[src/hw/rtl/wsc_pkg.sv]
// Package with the field widths, constants and register map of the sensor calibration block.
`timescale 1ns / 1ps

package wsc_pkg;

   localparam int ADC_BITS = 12;
   localparam int VALUE_BITS = 12;
   localparam int COUNT_BITS = 12;
   localparam int EDGE_SUM_BITS = 25;
   localparam int MID_SUM_BITS = 24;
   localparam int TOTAL_BITS = 28;
   localparam int WEIGHT_BITS = 15;
   localparam int ROUND_BITS = 3;
   localparam int PROD_BITS = 27;
   localparam int REM_BITS = WEIGHT_BITS + 1;
   localparam int DIV_CNT_BITS = 5;

   localparam logic [WEIGHT_BITS-1:0] START_WEIGHT = WEIGHT_BITS'(50);
   localparam logic [COUNT_BITS-1:0] MIN_ROUND_SAMPLES = COUNT_BITS'(20);
   localparam logic [ROUND_BITS-1:0] MAX_ROUNDS = ROUND_BITS'(5);
   localparam logic [COUNT_BITS-1:0] MAX_SAMPLES_RESET = COUNT_BITS'(100);

   // Register indexes on the configuration port.
   localparam logic [1:0] REG_MAX_SAMPLES = 2'd0;
   localparam logic [1:0] REG_INITIAL_EDGE = 2'd1;
   localparam logic [1:0] REG_INITIAL_MID = 2'd2;

   // Division jobs of the shared divider.
   typedef enum logic [1:0] {
      DIV_EDGE_AVG = 2'd0,
      DIV_MID_AVG  = 2'd1,
      DIV_EDGE_VAL = 2'd2,
      DIV_MID_VAL  = 2'd3
   } div_sel_type;

endpackage

[src/hw/rtl/weighted_sensor_calibration.sv]
// Top level of the weighted sensor calibration block with its sequencer and shared units.
`timescale 1ns / 1ps

// Each input word carries one sample of the left, right and middle ADC channels and yields
// one result word with the current calibration values and round flags. A sample that is
// accumulated is offered as a result in the next cycle. The sample that closes a round
// runs a small sequencer over one shared 15x12 multiplier and one shared restoring divider
// that retires one quotient bit per cycle: a round that is not applied passes the seed
// states to its result, an applied round adds four 28-bit divisions with the average, add
// and value states between them. The input side is not ready from acceptance until the
// result word has been taken.
module weighted_sensor_calibration (
   input  logic        clock,
   input  logic        reset,
   // adc_left [11:0], adc_right [23:12], adc_mid [35:24], zero fill [39:36]
   input  logic [39:0] req_tdata,
   input  logic        req_tvalid,
   output logic        req_tready,
   // calib_edge [11:0], calib_mid [23:12], round_closed [24], round_applied [25],
   // rounds_done [28:26], zero fill [31:29]
   output logic [31:0] rsp_tdata,
   output logic        rsp_tvalid,
   input  logic        rsp_tready,
   input  logic        csr_psel,
   input  logic        csr_penable,
   input  logic        csr_pwrite,
   input  logic [3:0]  csr_paddr,
   input  logic [31:0] csr_pwdata,
   output logic [31:0] csr_prdata,
   output logic        csr_pready
);

   localparam logic [3:0] ST_IDLE   = 4'd0;
   localparam logic [3:0] ST_SEED_E = 4'd1;
   localparam logic [3:0] ST_SEED_M = 4'd2;
   localparam logic [3:0] ST_SEED_W = 4'd3;
   localparam logic [3:0] ST_DIV    = 4'd4;
   localparam logic [3:0] ST_AVG_E  = 4'd5;
   localparam logic [3:0] ST_ADD_E  = 4'd6;
   localparam logic [3:0] ST_AVG_M  = 4'd7;
   localparam logic [3:0] ST_ADD_M  = 4'd8;
   localparam logic [3:0] ST_VAL_E  = 4'd9;
   localparam logic [3:0] ST_VAL_M  = 4'd10;
   localparam logic [3:0] ST_OUT    = 4'd11;

   localparam int AB = wsc_pkg::ADC_BITS;
   localparam int VB = wsc_pkg::VALUE_BITS;
   localparam int CB = wsc_pkg::COUNT_BITS;
   localparam int ESB = wsc_pkg::EDGE_SUM_BITS;
   localparam int MSB = wsc_pkg::MID_SUM_BITS;
   localparam int TB = wsc_pkg::TOTAL_BITS;
   localparam int WB = wsc_pkg::WEIGHT_BITS;
   localparam int RB = wsc_pkg::ROUND_BITS;
   localparam int PB = wsc_pkg::PROD_BITS;
   localparam int REMB = wsc_pkg::REM_BITS;
   localparam int DCB = wsc_pkg::DIV_CNT_BITS;

   logic [3:0]  state_ff, state_in;
   logic [CB-1:0] max_samples_ff, max_samples_in;
   logic [VB-1:0] initial_edge_ff, initial_edge_in;
   logic [VB-1:0] initial_mid_ff, initial_mid_in;
   logic [CB-1:0] sample_count_ff, sample_count_in;
   logic [ESB-1:0] edge_sum_ff, edge_sum_in;
   logic [MSB-1:0] mid_sum_ff, mid_sum_in;
   logic [RB-1:0] round_count_ff, round_count_in;
   logic [TB-1:0] edge_total_ff, edge_total_in;
   logic [TB-1:0] mid_total_ff, mid_total_in;
   logic [WB-1:0] total_weight_ff, total_weight_in;
   logic [VB-1:0] edge_value_ff, edge_value_in;
   logic [VB-1:0] mid_value_ff, mid_value_in;
   logic        closed_ff, closed_in;
   logic        applied_ff, applied_in;
   logic        seed_ff, seed_in;
   logic [PB-1:0] prod_ff, prod_in;
   logic [TB-1:0] quo_ff, quo_in;
   logic [REMB-1:0] rem_ff, rem_in;
   logic [WB-1:0] divisor_ff, divisor_in;
   logic [DCB-1:0] div_cnt_ff, div_cnt_in;
   wsc_pkg::div_sel_type div_sel_ff, div_sel_in;

   logic [AB-1:0] adc_left, adc_right, adc_mid;
   logic        req_fire, csr_write;
   logic [1:0]  csr_index;
   logic [WB-1:0] mul_a;
   logic [CB-1:0] mul_b;
   logic [REMB-1:0] rem_shift, rem_diff;
   logic        rem_ge;
   logic [WB-1:0] weight_sum;
   logic [WB-1:0] count_wide;

   assign adc_left = req_tdata[AB-1:0];
   assign adc_right = req_tdata[2*AB-1:AB];
   assign adc_mid = req_tdata[3*AB-1:2*AB];

   assign req_tready = (state_ff == ST_IDLE);
   assign req_fire = req_tvalid && req_tready;
   assign rsp_tvalid = (state_ff == ST_OUT);
   assign rsp_tdata = {3'b000, round_count_ff, applied_ff, closed_ff, mid_value_ff,
                       edge_value_ff};

   assign csr_pready = 1'b1;
   assign csr_index = csr_paddr[3:2];
   assign csr_write = csr_psel && csr_penable && csr_pwrite && csr_pready;

   always_comb begin
      unique case (csr_index)
         wsc_pkg::REG_MAX_SAMPLES:  csr_prdata = {20'd0, max_samples_ff};
         wsc_pkg::REG_INITIAL_EDGE: csr_prdata = {20'd0, initial_edge_ff};
         wsc_pkg::REG_INITIAL_MID:  csr_prdata = {20'd0, initial_mid_ff};
         default:                   csr_prdata = 32'd0;
      endcase
   end

   assign count_wide = {{(WB-CB){1'b0}}, sample_count_ff};
   assign weight_sum = total_weight_ff + count_wide;

   // One restoring division step: shift in the next dividend bit and try the subtract.
   assign rem_shift = {rem_ff[REMB-2:0], quo_ff[TB-1]};
   assign rem_diff = rem_shift - {1'b0, divisor_ff};
   assign rem_ge = (rem_shift >= {1'b0, divisor_ff});

   // Operand selection for the shared multiplier.
   always_comb begin
      unique case (state_ff)
         ST_SEED_E: begin
            mul_a = total_weight_ff;
            mul_b = edge_value_ff;
         end
         ST_SEED_M: begin
            mul_a = total_weight_ff;
            mul_b = mid_value_ff;
         end
         ST_AVG_E: begin
            mul_a = count_wide;
            mul_b = quo_ff[VB:1];
         end
         default: begin
            mul_a = count_wide;
            mul_b = quo_ff[VB-1:0];
         end
      endcase
   end

   always_comb begin
      state_in = state_ff;
      max_samples_in = max_samples_ff;
      initial_edge_in = initial_edge_ff;
      initial_mid_in = initial_mid_ff;
      sample_count_in = sample_count_ff;
      edge_sum_in = edge_sum_ff;
      mid_sum_in = mid_sum_ff;
      round_count_in = round_count_ff;
      edge_total_in = edge_total_ff;
      mid_total_in = mid_total_ff;
      total_weight_in = total_weight_ff;
      edge_value_in = edge_value_ff;
      mid_value_in = mid_value_ff;
      closed_in = closed_ff;
      applied_in = applied_ff;
      seed_in = seed_ff;
      prod_in = prod_ff;
      quo_in = quo_ff;
      rem_in = rem_ff;
      divisor_in = divisor_ff;
      div_cnt_in = div_cnt_ff;
      div_sel_in = div_sel_ff;

      unique case (state_ff)
         ST_IDLE: begin
            if (req_fire) begin
               if (sample_count_ff < max_samples_ff) begin
                  sample_count_in = sample_count_ff + CB'(1);
                  edge_sum_in = edge_sum_ff + ESB'(adc_left) + ESB'(adc_right);
                  mid_sum_in = mid_sum_ff + MSB'(adc_mid);
                  closed_in = 1'b0;
                  applied_in = 1'b0;
                  state_in = ST_OUT;
               end else begin
                  closed_in = 1'b1;
                  seed_in = (edge_total_ff == '0) && (mid_total_ff == '0);
                  applied_in = (sample_count_ff > wsc_pkg::MIN_ROUND_SAMPLES) &&
                               (round_count_ff < wsc_pkg::MAX_ROUNDS);
                  state_in = ST_SEED_E;
               end
            end
         end
         ST_SEED_E: begin
            prod_in = PB'(mul_a * mul_b);
            state_in = ST_SEED_M;
         end
         ST_SEED_M: begin
            if (seed_ff) begin
               edge_total_in = TB'(prod_ff);
            end
            prod_in = PB'(mul_a * mul_b);
            state_in = ST_SEED_W;
         end
         ST_SEED_W: begin
            if (seed_ff) begin
               mid_total_in = TB'(prod_ff);
            end
            if (applied_ff) begin
               quo_in = TB'(edge_sum_ff);
               rem_in = '0;
               divisor_in = count_wide;
               div_cnt_in = DCB'(TB - 1);
               div_sel_in = wsc_pkg::DIV_EDGE_AVG;
               state_in = ST_DIV;
            end else begin
               sample_count_in = '0;
               edge_sum_in = '0;
               mid_sum_in = '0;
               state_in = ST_OUT;
            end
         end
         ST_DIV: begin
            rem_in = rem_ge ? rem_diff : rem_shift;
            quo_in = {quo_ff[TB-2:0], rem_ge};
            div_cnt_in = div_cnt_ff - DCB'(1);
            if (div_cnt_ff == '0) begin
               unique case (div_sel_ff)
                  wsc_pkg::DIV_EDGE_AVG: state_in = ST_AVG_E;
                  wsc_pkg::DIV_MID_AVG:  state_in = ST_AVG_M;
                  wsc_pkg::DIV_EDGE_VAL: state_in = ST_VAL_E;
                  default:               state_in = ST_VAL_M;
               endcase
            end
         end
         ST_AVG_E: begin
            // The edge average is the quotient halved, so its bits start at bit one.
            prod_in = PB'(mul_a * mul_b);
            state_in = ST_ADD_E;
         end
         ST_ADD_E: begin
            edge_total_in = edge_total_ff + TB'(prod_ff);
            quo_in = TB'(mid_sum_ff);
            rem_in = '0;
            divisor_in = count_wide;
            div_cnt_in = DCB'(TB - 1);
            div_sel_in = wsc_pkg::DIV_MID_AVG;
            state_in = ST_DIV;
         end
         ST_AVG_M: begin
            prod_in = PB'(mul_a * mul_b);
            state_in = ST_ADD_M;
         end
         ST_ADD_M: begin
            mid_total_in = mid_total_ff + TB'(prod_ff);
            total_weight_in = weight_sum;
            round_count_in = round_count_ff + RB'(1);
            quo_in = edge_total_ff;
            rem_in = '0;
            divisor_in = weight_sum;
            div_cnt_in = DCB'(TB - 1);
            div_sel_in = wsc_pkg::DIV_EDGE_VAL;
            state_in = ST_DIV;
         end
         ST_VAL_E: begin
            edge_value_in = quo_ff[VB-1:0];
            quo_in = mid_total_ff;
            rem_in = '0;
            div_cnt_in = DCB'(TB - 1);
            div_sel_in = wsc_pkg::DIV_MID_VAL;
            state_in = ST_DIV;
         end
         ST_VAL_M: begin
            mid_value_in = quo_ff[VB-1:0];
            sample_count_in = '0;
            edge_sum_in = '0;
            mid_sum_in = '0;
            state_in = ST_OUT;
         end
         ST_OUT: begin
            if (rsp_tready) begin
               state_in = ST_IDLE;
            end
         end
         default: begin
            state_in = ST_IDLE;
         end
      endcase

      // The user must issue configuration writes only while the block is idle; the block does not enforce it.
      if (csr_write) begin
         unique case (csr_index)
            wsc_pkg::REG_MAX_SAMPLES: begin
               max_samples_in = csr_pwdata[CB-1:0];
            end
            wsc_pkg::REG_INITIAL_EDGE: begin
               initial_edge_in = csr_pwdata[VB-1:0];
               edge_value_in = csr_pwdata[VB-1:0];
            end
            wsc_pkg::REG_INITIAL_MID: begin
               initial_mid_in = csr_pwdata[VB-1:0];
               mid_value_in = csr_pwdata[VB-1:0];
            end
            default: begin
            end
         endcase
      end
   end

   always_ff @(posedge clock) begin
      if (reset) begin
         state_ff <= ST_IDLE;
         max_samples_ff <= wsc_pkg::MAX_SAMPLES_RESET;
         initial_edge_ff <= '0;
         initial_mid_ff <= '0;
         sample_count_ff <= '0;
         edge_sum_ff <= '0;
         mid_sum_ff <= '0;
         round_count_ff <= '0;
         edge_total_ff <= '0;
         mid_total_ff <= '0;
         total_weight_ff <= wsc_pkg::START_WEIGHT;
         edge_value_ff <= '0;
         mid_value_ff <= '0;
         closed_ff <= 1'b0;
         applied_ff <= 1'b0;
         seed_ff <= 1'b0;
         div_cnt_ff <= '0;
         div_sel_ff <= wsc_pkg::DIV_EDGE_AVG;
      end else begin
         state_ff <= state_in;
         max_samples_ff <= max_samples_in;
         initial_edge_ff <= initial_edge_in;
         initial_mid_ff <= initial_mid_in;
         sample_count_ff <= sample_count_in;
         edge_sum_ff <= edge_sum_in;
         mid_sum_ff <= mid_sum_in;
         round_count_ff <= round_count_in;
         edge_total_ff <= edge_total_in;
         mid_total_ff <= mid_total_in;
         total_weight_ff <= total_weight_in;
         edge_value_ff <= edge_value_in;
         mid_value_ff <= mid_value_in;
         closed_ff <= closed_in;
         applied_ff <= applied_in;
         seed_ff <= seed_in;
         div_cnt_ff <= div_cnt_in;
         div_sel_ff <= div_sel_in;
      end
   end

   always_ff @(posedge clock) begin
      prod_ff <= prod_in;
      quo_ff <= quo_in;
      rem_ff <= rem_in;
      divisor_ff <= divisor_in;
   end

endmodule
[config.mk]
export PLATFORM = sky130hd
export DESIGN_NAME = weighted_sensor_calibration
export DESIGN_NICKNAME = d
export VERILOG_FILES = /design/src/hw/rtl/wsc_pkg.sv /design/src/hw/rtl/weighted_sensor_calibration.sv
export SDC_FILE = /design/constraint.sdc
export NUM_CORES = 1
export LEC_CHECK = 0
export CAP_MARGIN = 5
export CORE_MARGIN = 3
export CORE_UTILIZATION = 40
export CTS_CLUSTER_DIAMETER = 30
export DETAILED_ROUTE_END_ITERATION = 7
export DONT_BUFFER_PORTS = 1
export PLACE_DENSITY_LB_ADDON = 0.1
export SYNTH_ARGS = -nofsm -noshare
export SYNTH_HDL_FRONTEND = slang
export SYNTH_SLANG_ARGS = --single-unit
[constraint.sdc]
create_clock -name clock -period 16.95 [get_ports clock]
set_input_delay 3.39 -clock clock [delete_from_list [all_inputs] [get_ports clock]]
set_output_delay 3.39 -clock clock [all_outputs]
set_load 0.01 [all_outputs]
## Yosys cells after proc, flatten, opt, wreduce, memory -nomap -nowiden

Index checks and enable logic that the tools add are counted.

| cells by class | value |
|---|---|
| order comparisons | 4 |
| $mul | 1 |
| multiplexer cells | 44 |
| reductions and logical operators | 34 |
| bitwise gates (word level) | 1 |
| add/sub/neg operators | 10 |
| equality and inequality tests | 23 |

Operators with widths:

| kind | count |
|---|---|
| case mux 28 bit (5 select lines) | 1 |
| case mux 28 bit (2 select lines) | 2 |
| two-way mux 12 bit | 9 |
| case mux 12 bit (3 select lines) | 3 |
| case mux 15 bit (3 select lines) | 2 |
| two-way mux 25 bit | 3 |
| case mux 25 bit (3 select lines) | 1 |
| two-way mux 24 bit | 3 |
| case mux 24 bit (3 select lines) | 1 |
| two-way mux 15 bit | 4 |
| adder 28 x 27 -> 28 bit | 2 |
| logical NOT 28 bit | 2 |
| two-way mux 28 bit | 2 |
| adder 25 x 12 -> 25 bit | 2 |
| case mux 4 bit (10 select lines) | 1 |
| multiplier 15 x 12 -> 27 bit | 1 |
| adder 24 x 12 -> 24 bit | 1 |
| two-way mux 4 bit | 5 |
| AND reduction 2 bit | 10 |
| == test 4 x 3 -> 1 bit (second input constant) | 4 |
| == test 4 bit (second input constant) | 4 |
| greater-or-equal comparator 16 x 15 -> 1 bit | 1 |
| adder 15 x 12 -> 15 bit | 1 |
| case mux 5 bit (3 select lines) | 1 |
| other kinds (32) | 51 |

| word-level totals | value |
|---|---|
| output and inout port bits | 67 |
| word-level logic and storage cells | 139 |
| bits of input ports | 83 |
| register bits after elaboration | 294 |

## Longest topological paths before layout

Gate-level depths: netlist (run 1).

| depth | value |
|---|---|
| depth in word-level cells | 5 |
| depth in mapped cells | 27 |
| depth with buffers taken out | 24 |

## Worst setup path before layout (run 1)

OpenSTA, ideal clock, no wires.

| timing path | value |
|---|---|
| path type | input to output |
| start point | in csr_paddr[2] |
| end point | out csr_prdata[10] |
| path buffers | 2 |
| setup slack | 9007 ps |
| data required time | 13560 ps |
| cell stages on the path | 4 |
| arrival | 4553 ps |
| path through | clkbuf_1 > buf_1 > mux2i_1 > o21ai_0 |

| on the way | value |
|---|---|
| longest elaborated chain between the ends | 2 |
| elaborated cells on any way between the ends | 4 |
| classes of those cells | eq/ne (2); mux (1); reduce/logical (1) |

Ends and longest elaborated chain:

| element | line | text |
|---|---|---|
| start: declaration | weighted_sensor_calibration.sv:27 | `input logic [3:0] csr_paddr,` |
| == test 2 bit, or another cell as far along | weighted_sensor_calibration.sv:106 | `unique case (csr_index)` |
| case mux 12 bit (3 select lines) (*) | weighted_sensor_calibration.sv:106 |  |
| end: declaration | weighted_sensor_calibration.sv:29 | `output logic [31:0] csr_prdata,` |

Mark *: on every way between the ends. The rest lies on a longest branch, timed or not.

## Worst setup path in the final report (run 1)

| timing path | value |
|---|---|
| start point | in csr_paddr[3] |
| end point | out csr_prdata[8] |

Same word-level chain as after synthesis.

==> reports/qor.txt, run 1 <==
Total setup buffers inserted after CTS: 0
# port buffers: 0
Crit path launch: csr_paddr[3]
WHS Path Cells: 2
Share of the yosys chip area belonging to registers: 27.2%
Ant. Diodes: 0
CTS Sinks: 294
Adder-cell area share of the yosys netlist: 21.3%
# rows: 90
Period minus WS final: 7950 ps
Sw Ratio: 43.0%
Area share of xor/xnor cells in the synthesized design: 4.03%
Status: complete, no violations
Max-slew violations: 0
Clk Latency, worst-skew pair: 610 ps
P_sw: 2200 uW
Mux cell area share after synthesis: 2.48%
FF+latch count, synth: 294
Grt total ovfl: 0
Post-synth EDFFs: 85
Num ports: 150
Compound-gate portion of the synthesized area: 19.2%
Asr flop ratio synth: 0%
CTS max path bufs: 3
Initial antenna violation count: 0
Max Freq: 126 MHz
Largest family of logic cells by synthesized area: adder cells
Worst R2R Start: state_ff[0]$_SDFFE_PP0P_
FF-to-FF setup slack: 9050 ps
Worst Hold Slack: 453 ps
First-pass DRT Iterations: 6
Power per cell area: 180 nW/um2
Post-detail-place hpwl: 60700 um
Initial Utilization: 40.8%
Area share of the largest cell type after synthesis: 16.9%
CP Data Arrival Time: 4560 ps
Share of layout cells above drive strength 1: 7.68%
Synth area leader: dfxtp_1
DR DRC count: 0
Largest net degree at the start of global routing: 193
Clock Skews: 18.7 ps
Clock slew at reported path FFs: 40 ps
Req. time, crit path: 13560 ps
Tot GR Track Use: 24.4%
Total power: 5130 uW
GP Congestion: 0.913
PostCTS Resize Cnt: 0
Most area-consuming cells after synthesis: dfxtp_1 17%, fa_1 12%, edfxtp_1 10%, ha_1 9.4%, nand2_1 7.1%
Hold endpoint: initial_edge_ff[11]$_SDFFE_PP0P_
Simple-gate area share of the yosys netlist: 19.1%
Synth Warn #: 0
CTS hold repair buffers: 0
Reg2Reg Depth: 20
Leak: 0.0119 uW
DR iter-0 viols: 1803
Dpl ws: 9030 ps
Clk root buf: clkbuf_16
Worst slew margin: 19.8%
CP Class: input port to output pin
Vias: 22.1k
Peak VDD IR: 81.3 uV
Vias per cell: 5.81
CTS tree: done
Total of max-cap violations: 0
RSZ-0062 raised after global routing: false
Fin. Hold Viols: 0
Clock Power Share: 32.1%
FF-to-FF End: prod_ff[20]$_DFFE_PP_
Post-Route WL: 80800 um
Final setup viols: 0
Type of origin of the critical path: input port
Netlist Area Pre-Place: 24800 um2
Setup crit end kind: output pin
Fin util: 46.7%
Sequential fraction of design power: 23.5%
Die height: 255 um
Syn Area/Cell: 8.32 um2
Routed WL per cell: 21.3 um
H-tree depth: 3
Core area: 60800 um2
Final Cycle Share: 46.9%
TNS Setup: 0 ps
Slew @ Worst Pin: 1200 ps
Layout Nets: 3366
DIE WIDTH: 255 um
Setup ws final: 9000 ps
Antenna viol nets, final: 0
Cts bufs inserted: 85
Die area: 65000 um2
Vias in the first global route: 21.0k
Commonest non-fill, non-tap cell in the layout: nand2_1
Int Pwr: 2920 uW
Comb pwr share: 44.4%
Filler instances: 5956
Distinct cells, synth: 82
Most frequent cells in the layout: 469 x nand2_1, 241 x inv_1, 235 x a21oi_1
Worst Hold Class: register to register
Area grow syn2layout: 14.6%
First-pass GRT wire length: 124000 um
Hold_sp: initial_edge_ff[11]$_SDFFE_PP0P_
Critical path peak fanout: 17
Most used DFF post-synth: dfxtp_1
Cells after Synth: 2979
-- logic make-up after synthesis --
logic type	after synthesis
flops	294
mux	58
xor+xnor	114
buf+inv	412
simple gates	1032
other cells	2
compound gates	733
fa+ha+maj	334
-- Yosys cell counts, types with 18 or more instances --
cell	instances
xnor2_1	65
o22ai_1	27
o211ai_1	19
nand2_1	469
edfxtp_1	85
nor4_1	28
mux2_2	27
fa_1	148
buf_1	18
buf_4	26
a21o_1	48
and2_1	35
nand4_1	33
o21a_1	19
a211oi_1	31
mux2i_1	31
a31oi_1	43
nand3_1	63
a21oi_1	235
clkbuf_1	124
o21ai_0	103
nor2b_1	20
nor3_1	51
xor2_1	49
a22oi_1	78
ha_1	186
nor2_1	212
inv_1	241
and3_1	29
dfxtp_1	209
-- worst max-delay path by stage --
stage	endpoint	slack, ps
after detailed placement	csr_prdata[8]	9030
after global placement	csr_prdata[11]	9030
final	csr_prdata[8]	9000
after floorplan	csr_prdata[10]	9010
after global routing	prod_ff[20]$_DFFE_PP_	8580
after CTS	csr_prdata[1]	9030
-- per-stage QoR --
step,area [um2],std cells
4_1_cts,28400,3800
3_3_place_gp,25400,3643
6_report,28400,3801
2_1_floorplan,24900,3001
5_1_grt,28400,3801
3_5_place_dp,25400,3643
-- registers in the layout, summed over array words and instances, names as in the netlist --
name and count:
applied_ff 1, closed_ff 1, div_cnt_ff 5, div_sel_ff 2
divisor_ff 15, edge_sum_ff 25, edge_total_ff 28, edge_value_ff 12
initial_edge_ff 12, initial_mid_ff 12, max_samples_ff 12, mid_sum_ff 24
mid_total_ff 28, mid_value_ff 12, prod_ff 27, quo_ff 28
rem_ff 15, round_count_ff 3, sample_count_ff 12, seed_ff 1
state_ff 4, total_weight_ff 15
-- power groups by stage --
stage	sequential [uW]	combinational, uW	clock, uW
2_1_floorplan	1070	1680	0
3_3_place_gp	1210	2230	0
3_5_place_dp	1210	2260	0
4_1_cts	1200	2280	1660
5_1_grt	1220	2540	1710
6_report	1210	2280	1640
-- area by class of cell --
cell class	count	area (um2)	share of cell area, %
Inverter	241	905	3.18
Multi-Input combinational cell	2295	16500	58.3
Clock inverter	34	455	1.60
Tap cell	782	978	3.44
Sequential cell	294	6740	23.7
Timing Repair Buffer	32	248	0.872
Clock buffer	123	2530	8.92
-- worst max-delay path, stage by stage --
cell	delay, ps
nor2b_1	810
nand2_1	110
o21ai_0	250
-- routing by layer --
metal,part of all wire (%),vias to the layer above,GRT usage (%)
li1,-,10400,-
met1,47,10800,35.6
met2,45,698,37.3
met3,6.2,117,3.60
met4,2.6,0,7.61
met5,0,-,0
Power figures use the tool's default switching activity.
==> run 2, diff against run 1 <==
clock period = 7.05 ns   (was 16.95 ns; I/O delays follow)
==> run 2 against run 1 <==
First-iteration DRC count is 11% higher. Largest cell class unchanged. Register-to-register slack lost 8700 ps. Sequential cell count unchanged. Combinational power rose to 2.5 times the previous value. Non-clock buffer count rose by 42.
==> reports/qor.txt, run 2 (synthesized netlist as in run 1, its figures left out) <==
Core area: 60800 um2 (unchanged)
Initial Utilization: 40.8% (unchanged)
Cts bufs inserted: 85 (unchanged)
CP Class: register to register
Critical path cell sequence: buf_4 -> nand2b_2 -> nor3_1 -> buf_4 -> a222oi_1 -> nand2_1 -> buf_4 -> nand2_1 -> fa_1 -> fa_1 -> inv_1 -> fa_1 -> fa_1 -> inv_1 -> fa_1 -> inv_1 -> ha_1 -> o21ai_0 -> nand3b_1 -> nand3_1 -> o21ba_2 -> o31ai_1 -> nor3b_1 -> a311o_1
Fin. Hold Viols: 0 (unchanged)
Setup crit end kind: register
CTS Sinks: 294 (unchanged)
Num ports: 150 (unchanged)
Peak VDD IR: 204 uV (+150%)
Clk Latency, worst-skew pair: 650 ps (+40 ps)
Leak: 0.0121 uW (+1.9%)
# port buffers: 0 (unchanged)
Die height: 255 um (unchanged)
WHS Path Cells: 2 (unchanged)
Power per cell area: 440 nW/um2 (+140%)
Largest net degree at the start of global routing: 193 (unchanged)
Max-slew violations: 0 (unchanged)
CTS max path bufs: 3 (unchanged)
Total of max-cap violations: 0 (unchanged)
Routed WL per cell: 21.2 um (-0.41%)
Worst path slowest cell: fa_1
First-pass DRT Iterations: 6 (unchanged)
Clk root buf: clkbuf_16
H-tree depth: 3 (unchanged)
Worst Hold Class: register to register
Clock Power Share: 31.8% (-0.3 points)
Total setup buffers inserted after CTS: 0 (unchanged)
Vias in the first global route: 21.5k (+2.4%)
Largest stage delay, worst path: 560 ps (-250 ps)
# rows: 90 (unchanged)
Die area: 65000 um2 (unchanged)
Area grow syn2layout: 16.3%
Largest registers: edge_total_ff x28, mid_total_ff x28, quo_ff x28
Sw Ratio: 43.2% (+0.22 points)
Period minus WS final: 6740 ps
Cell family with most CP delay: adder cells
DIE WIDTH: 255 um (unchanged)
Comb pwr share: 45.4% (+1.0 points)
Fin util: 47.4% (+0.67 points)
Worst Hold Slack: 452 ps (-1.26 ps)
CTS tree: done
Vias: 22.3k (+1.1%)
Most frequent cells in the layout: 469 x nand2_1, 241 x inv_1, 234 x a21oi_1
Vias per cell: 5.80 (-0.10%)
Status: complete, no violations
Post-detail-place hpwl: 61900 um (+2.0%)
Final setup viols: 0 (unchanged)
Most used cell, CP: fa_1
First-pass GRT wire length: 125000 um (+1.3%)
Final Cycle Share: 95.7%
Layout Nets: 3408 (+1.2%)
GP Congestion: 0.889 (-2.7%)
Crit. path cell count: 24 (+21)
Slew @ Worst Pin: 1230 ps (+27.4 ps)
P_sw: 5480 uW (+150%)
Post-Route WL: 81400 um (+0.79%)
CP Data Arrival Time: 7130 ps (+2570 ps)
Type of origin of the critical path: register
Int Pwr: 7200 uW (+150%)
TNS Setup: 0 ps (unchanged)
Share of layout cells above drive strength 1: 8.88% (+1.2 points)
Initial antenna violation count: 2 (+2)
Commonest non-fill, non-tap cell in the layout: nand2_1
Sequential fraction of design power: 22.9% (-0.6 points)
Critical path peak fanout: 15 (-2)
Tot GR Track Use: 24.8% (+0.38 points)
Req. time, crit path: 7440 ps (-6120 ps)
WP buf/inv: 6 (+6)
Clock slew at reported path FFs: 40 ps (about the same)
CTS hold repair buffers: 0 (unchanged)
Clock Skews: 64.9 ps (+46.2 ps)
Grt total ovfl: 0 (unchanged)
Max Freq: 148 MHz
RSZ-0062 raised after global routing: false
Reg2Reg Depth: 24 (+20%)
Antenna viol nets, final: 0 (unchanged)
Worst slew margin: 18.2% (-1.6 points)
DR DRC count: 0 (unchanged)
DR iter-0 viols: 2000 (+11%)
[run 2: cell types whose count changed in the layout (fill, tap and decap cells not counted), moves of 2 or more]
cell and change:
buf_4 +43, clkbuf_1 +8, clkinv_16 +5, clkbuf_16 -4, inv_6 -4, clkinv_4 -3
bufinv_16 +2
[run 2: metal layers]
layer,GRT usage [%],part of all wire (%),vias to the layer above,routed length (um)
met4,7.33,2.3,0,1910
li1,-,-,10500,-
met3,4.78,7.4,120,6010
met5,0,0,-,0
met1,35.0,45,10900,36800
met2,38.7,45,798,36700
[run 2: cell type report]
type                    count  area, um2
flip-flops and latches    294       6740
clock inverters            34        616
fillers                  5862      32000
repair buffers             74        556
clock buffers             126       2450
well taps                 782        978
multi-input cells        2295      16600
inverters                 241        905
diodes                      1       2.50
[run 2: repair_timing]
action / CTS / global route
endpoints found under the setup margin: 0 / 7
gates resized for setup: 0 / 4
hold endpoints to repair: 0 / 0
[run 2: tightest hold or removal path, cell delays in order, from the launching register on]
cell and delay (ps):
dfxtp_1 300, nand2_1 50, a21oi_1 50
[run 2: final timing paths]
path                                          from                               end  slack (ps)
setup / recovery          state_ff[1]$_SDFFE_PP0P_             prod_ff[20]$_DFFE_PP_         310
hold / removal    initial_edge_ff[11]$_SDFFE_PP0P_  initial_edge_ff[11]$_SDFFE_PP0P_         450
setup reg to reg          state_ff[1]$_SDFFE_PP0P_             prod_ff[20]$_DFFE_PP_         310
hold reg to reg   initial_edge_ff[11]$_SDFFE_PP0P_  initial_edge_ff[11]$_SDFFE_PP0P_         450
[run 2: metrics by stage]
stage / power [uW] / cells / setup WS (ps) / area, um2
global placement: 8550 / 3686 / 213 / 25700
finish: 12700 / 3847 / 305 / 28800
CTS: 12700 / 3846 / 158 / 28800
global route: 13600 / 3847 / 5.56 / 28800
floorplan: 6610 / 3001 / 299 / 24900
detailed placement: 8610 / 3686 / 208 / 25700
[run 2: power by group through the flow]
stage	clock, uW	combinational (uW)	sequential, uW
CTS	4080	5770	2890
global placement	0	5640	2900
detailed placement	0	5700	2910
finish	4030	5750	2900
floorplan	0	4050	2570
global route	4190	6440	2920
